==> config.mk <==
export PLATFORM = sky130hd
export DESIGN_NAME = sfr_sqrt
export DESIGN_NICKNAME = d
export VERILOG_FILES = /design/src/hdl/sfr_pkg.sv /design/src/hdl/sfr_sqrt.sv
export SDC_FILE = /design/constraint.sdc
export NUM_CORES = 2
export LEC_CHECK = 0
export BUFFER_PORTS_ARGS = -buffer_cell sky130_fd_sc_hd__buf_2
export CAP_MARGIN = 20
export CORE_MARGIN = 1
export CORE_UTILIZATION = 37
export CTS_CLUSTER_DIAMETER = 100
export CTS_CLUSTER_SIZE = 14
export DETAILED_ROUTE_END_ITERATION = 8
export GPL_ROUTABILITY_DRIVEN = 0
export GPL_TIMING_DRIVEN = 0
export SLEW_MARGIN = 5
export SYNTH_ARGS = -nofsm -noshare
export SYNTH_HDL_FRONTEND = slang
export SYNTH_MEMORY_MAX_BITS = 65536
export SYNTH_SLANG_ARGS = --single-unit
export TNS_END_PERCENT = 50
==> constraint.sdc <==
create_clock -name i_clk -period 4 [get_ports i_clk]
set_input_delay 0 -clock i_clk [delete_from_list [all_inputs] [get_ports i_clk]]
set_output_delay 0 -clock i_clk [all_outputs]
set_load 0.02 [all_outputs]
==> src/hdl/sfr_pkg.sv <==
// Shared widths, constants and sideband types for the Schlick Fresnel reflectance core.
// No dependencies; every other file of the block imports this package.
package sfr_pkg;

    // Q.30 working format; values up to and including 1.0 need 31 bits.
    localparam int FRAC   = 30;
    localparam int CW     = FRAC + 1;
    localparam logic [CW-1:0] ONE_Q30 = CW'(1) << FRAC;
    localparam logic [15:0]   ONE_Q15 = 16'h8000;

    // Divider operand widths and quotient width.
    localparam int NUMW  = 62;
    localparam int SDENW = 32;
    localparam int RDENW = 34;
    localparam int QW    = CW;

    // Pipeline depths of the four sections.
    localparam int FRONT_STG = 5;
    localparam int DIV_STG   = QW;
    localparam int SQRT_STG  = CW;
    localparam int BACK_STG  = 6;
    localparam int LAT       = FRONT_STG + DIV_STG + SQRT_STG + BACK_STG;

    // Sideband carried through the dividers.
    typedef struct packed {
        logic          flag;
        logic          gt;
        logic [CW-1:0] cosv;
    } t_frt;

    // Sideband carried through the square root.
    typedef struct packed {
        logic          flag;
        logic          gt;
        logic [CW-1:0] cosv;
        logic [CW-1:0] r0;
    } t_sqt;

endpackage

==> src/hdl/sfr_sqrt.sv <==
// Pipelined digit-by-digit integer square root of (1 - sin^2) in Q.60,
// one result bit per stage. Uses sfr_pkg.
module sfr_sqrt (
    input  logic                   i_clk,
    input  logic                   i_rst_n,
    input  logic                   i_vld,
    input  sfr_pkg::t_sqt          i_side,
    input  logic [sfr_pkg::CW-1:0] i_sin2,
    output logic                   o_vld,
    output sfr_pkg::t_sqt          o_side,
    output logic [sfr_pkg::CW-1:0] o_root
);
    import sfr_pkg::*;

    localparam int RW = 2 * CW;

    logic          r_vld  [CW];
    t_sqt          r_side [CW];
    logic [RW-1:0] r_rem  [CW];
    logic [CW-1:0] r_root [CW];

    logic [CW-1:0] c_omsin;

    assign c_omsin = ONE_Q30 - i_sin2;

    genvar k;
    generate
        for (k = 0; k < CW; k++) begin : g_stg
            localparam int Bit = CW - 1 - k;
            logic          a_vld;
            t_sqt          a_side;
            logic [RW-1:0] a_rem;
            logic [CW-1:0] a_root;
            logic [RW-1:0] c_trial;
            logic          c_ge;

            if (k == 0) begin : g_in
                assign a_vld  = i_vld;
                assign a_side = i_side;
                assign a_rem  = RW'(c_omsin) << FRAC;
                assign a_root = '0;
            end else begin : g_mid
                assign a_vld  = r_vld[k-1];
                assign a_side = r_side[k-1];
                assign a_rem  = r_rem[k-1];
                assign a_root = r_root[k-1];
            end

            assign c_trial = (RW'(a_root) << (Bit + 1)) | (RW'(1) << (2 * Bit));
            assign c_ge    = a_rem >= c_trial;

            always_ff @(posedge i_clk) begin
                if (!i_rst_n) begin
                    r_vld[k] <= 1'b0;
                end else begin
                    r_vld[k] <= a_vld;
                end
            end

            always_ff @(posedge i_clk) begin
                r_side[k] <= a_side;
                if (c_ge) begin
                    r_rem[k]  <= a_rem - c_trial;
                    r_root[k] <= a_root | (CW'(1) << Bit);
                end else begin
                    r_rem[k]  <= a_rem;
                    r_root[k] <= a_root;
                end
            end
        end
    endgenerate

    assign o_vld  = r_vld[CW-1];
    assign o_side = r_side[CW-1];
    assign o_root = r_root[CW-1];

endmodule

==> impl_results.md <==
- Status: complete, but fails checks
- Failing checks: negative setup slack
- DP Wirelength: 152 mm
- Final #Nets: 11200
- Most frequent cells in the layout: dfxtp_1 (3667), inv_1 (646), nand2_1 (604)
- Hold Path Class: input pin to register
- Kind of critical path: input pin to register
- Max cap viols: 0
- TritonCTS Buffers: 304
- CP Buf/Inv Count: 5
- Top delay family on crit path: simple AND/OR/NAND/NOR gates
- Row cnt: 202
- Ports: 194
- Comb power frac: 0.169
- Largest net degree at the start of global routing: 16
- Sw frac: 0.279
- Clock skew: 0.109 ns
- Peak VDD IR: 356 µV
- Dominant synthesized flop cell: dfxtp_1
- Die Y: 554 µm
- Starting density of the core: 0.372
- Tightest Pin Transition: 1.23 ns
- EDFF count, synth: 0
- Critical path's slowest cell: dlygate4sd3_1
- Synth warn: 0
- Via-to-Cell Ratio: 4.76
- PD cells: 668 nW/µm²
- Post-synth ARST share: 0
- CP Capture Type: register
- Clk sinks: 3667
- Crit path DAT: 4.80 ns
- Fmax: 250 MHz
- Global-route wire length before repair: 346 mm
- Min Tclk post-route: 4.01 ns
- Place WS: -0.910 ns
- CP Cell Sequence: dlygate4sd3_1 > buf_2 > dlygate4sd3_1 > nor2_1 > nand3_1 > or3_1 > or3_1 > or4_1 > nor4_1 > clkbuf_2 > nand2_1 > nor3_1 > xnor2_1 > dlygate4sd3_1
- Gr usage total: 0.134
- Slowest stage delay, CP: 0.61 ns
- Endpoints failing setup: 1
- Seq pwr share: 0.527
- DR WL/cell: 14.4 µm
- Antenna violations before repair: 5
- Routed WL: 211 mm
- Vias in the first global route: 71800
- Pleak: 0.0574 µW
- Drt pass-1 iters: 6
- Commonest non-fill, non-tap cell in the layout: dfxtp_1
- Die Span X: 554 µm
- Final hold viol count: 0
- Worst setup margin: -0.00568 ns
- Number of synthesized register bits: 3667
- Fraction of layout cells with a size suffix above 1: 0.0693
- Mapped cell area: 113000 µm²
- Sw power: 24200 µW
- CTS tree: done
- Period utilization: 1.00
- Max-slew violations: 0
- Worst EP required: 4.79 ns
- Antenna-violating nets left: 0
- Cell mode on critical path: dlygate4sd3_1
- Worst Setup Start Kind: input pin
- Fill cells: 27500
- Mapped Cells: 9866
- Vias: 69600
- Critical Path Fanout Max: 5
- PnR Total Power: 86600 µW
- Die area: 307000 µm²
- DRT iter0 DRCs: 3675
- IO buf count: 193
- Clock Power Share: 0.305
- Clock-pin slew on the worst setup and hold paths: 0.06 ns
- Clock root cell: clkbuf_16
- Area Overhead vs Synth: 15.0%
- Internal: 62400 µW
- Worst-Skew Late Latency: 0.91 ns
- Total gr overflow: 0
- Seq/Total Area, Yosys: 0.651
- RSZ-0062 raised after global routing: true
- DRC viols: 0
- Synth Area per Inst: 11.4 µm²
- Cell variety after synth: 84
- Core area: 303000 µm²
- Worst slew margin: 0.173
- Max H-tree Level: 5
- Bufs on Longest Clock Path: 4
per-stage QoR:
stage	hold WS [ns]	instances	cell area, µm²	TNS [ns]	utilization
2_1_floorplan	0.0277	9867	113000	0	-
3_3_place_gp	0.102	14000	119000	-81.91	0.392
3_5_place_dp	0.104	14000	119000	-79.60	0.392
4_1_cts	0.0223	14600	130000	0	0.427
5_1_grt	0.106	14600	130000	-0.571	0.428
6_report	0.164	14600	130000	-0.00568	0.428
cell type report:
cell class | instances | area, µm² | area share
multi-input cells | 5387 | 36600 | 0.282
clock inverters | 35 | 699 | 0.00539
diodes | 5 | 12.5 | 0.0000965
repair buffers | 426 | 3260 | 0.0251
plain buffers | 160 | 628 | 0.00484
clock buffers | 308 | 7670 | 0.0592
well taps | 3978 | 4980 | 0.0384
inverters | 652 | 2450 | 0.0189
flip-flops and latches | 3667 | 73400 | 0.566
power groups by stage:
stage,clock network (µW),registers [µW],logic (µW)
after floorplan,0,45200,11100
after global placement,0,46200,13800
after detailed placement,0,46300,14200
after CTS,27500,45500,14500
after global routing,29000,46200,16300
final,26400,45600,14600
state kept, by name (all words and copies together) (netlist names):
signal and flops:
r_side 1984, r_root 496, r_rem 1156, r_vld 31
kinds of logic after synthesis:
group	synth area share
fa+ha+maj	0.0575
compound gates	0.0921
buf+inv	0.0271
other cells	0.0000332
mux	0.00633
flops	0.651
xor+xnor	0.0625
simple gates	0.104
per-layer routing:
metal  share of wire  track usage  vias to the layer above  wire (µm)
li1                -            -                    34700          -
met1            0.38        0.134                    32300      80300
met2            0.52        0.261                     1915     110000
met3           0.043       0.0230                      730       9160
met4           0.054       0.0740                        0      11300
met5               0            0                        -          0
what timing repair did:
item,in CTS,in global routing
hold endpoints to repair,126,0
gates resized for setup,33,41
endpoints found under the setup margin,270,213
setup buffers,2,2
pin swaps,3,4
hold buffers,222,0
Yosys cell counts (83+ instances only):
cell type,instances,area share
a21oi_1,493,0.022
dfxtp_1,3667,0.65
nor3_1,244,0.011
inv_1,646,0.021
ha_1,496,0.055
xnor2_1,400,0.031
o21a_1,97,0.0065
nand4_1,83,0.0046
clkbuf_1,144,0.0048
a21o_1,199,0.013
nand3_1,118,0.0052
nor2_1,534,0.018
nand2b_1,101,0.0056
xor2_1,405,0.031
or3_1,104,0.0058
nand2_1,605,0.020
nor4_1,176,0.0098
o21ai_0,456,0.020
tightest hold or removal path: stages:
cell	delay, ns
dlygate4sd3_1	0.51
buf_2	0.11
or4_1	0.17
xor2_1	0.14
worst paths after layout:
kind	to	cells after the start	start	slack (ns)
hold reg to reg	r_side[0][813]$_DFF_P_	0	r_side[0][749]$_DFF_P_	0.28
setup reg to reg	r_rem[1][855]$_DFF_P_	13	r_rem[1][748]$_SDFF_PP0_	0.05
setup / recovery	r_rem[0][57]$_DFF_P_	14	i_sin2[3]	-0.006
hold / removal	r_rem[0][49]$_DFF_P_	4	i_sin2[18]	0.16
Note: power is estimated with default switching activity, not from simulation.
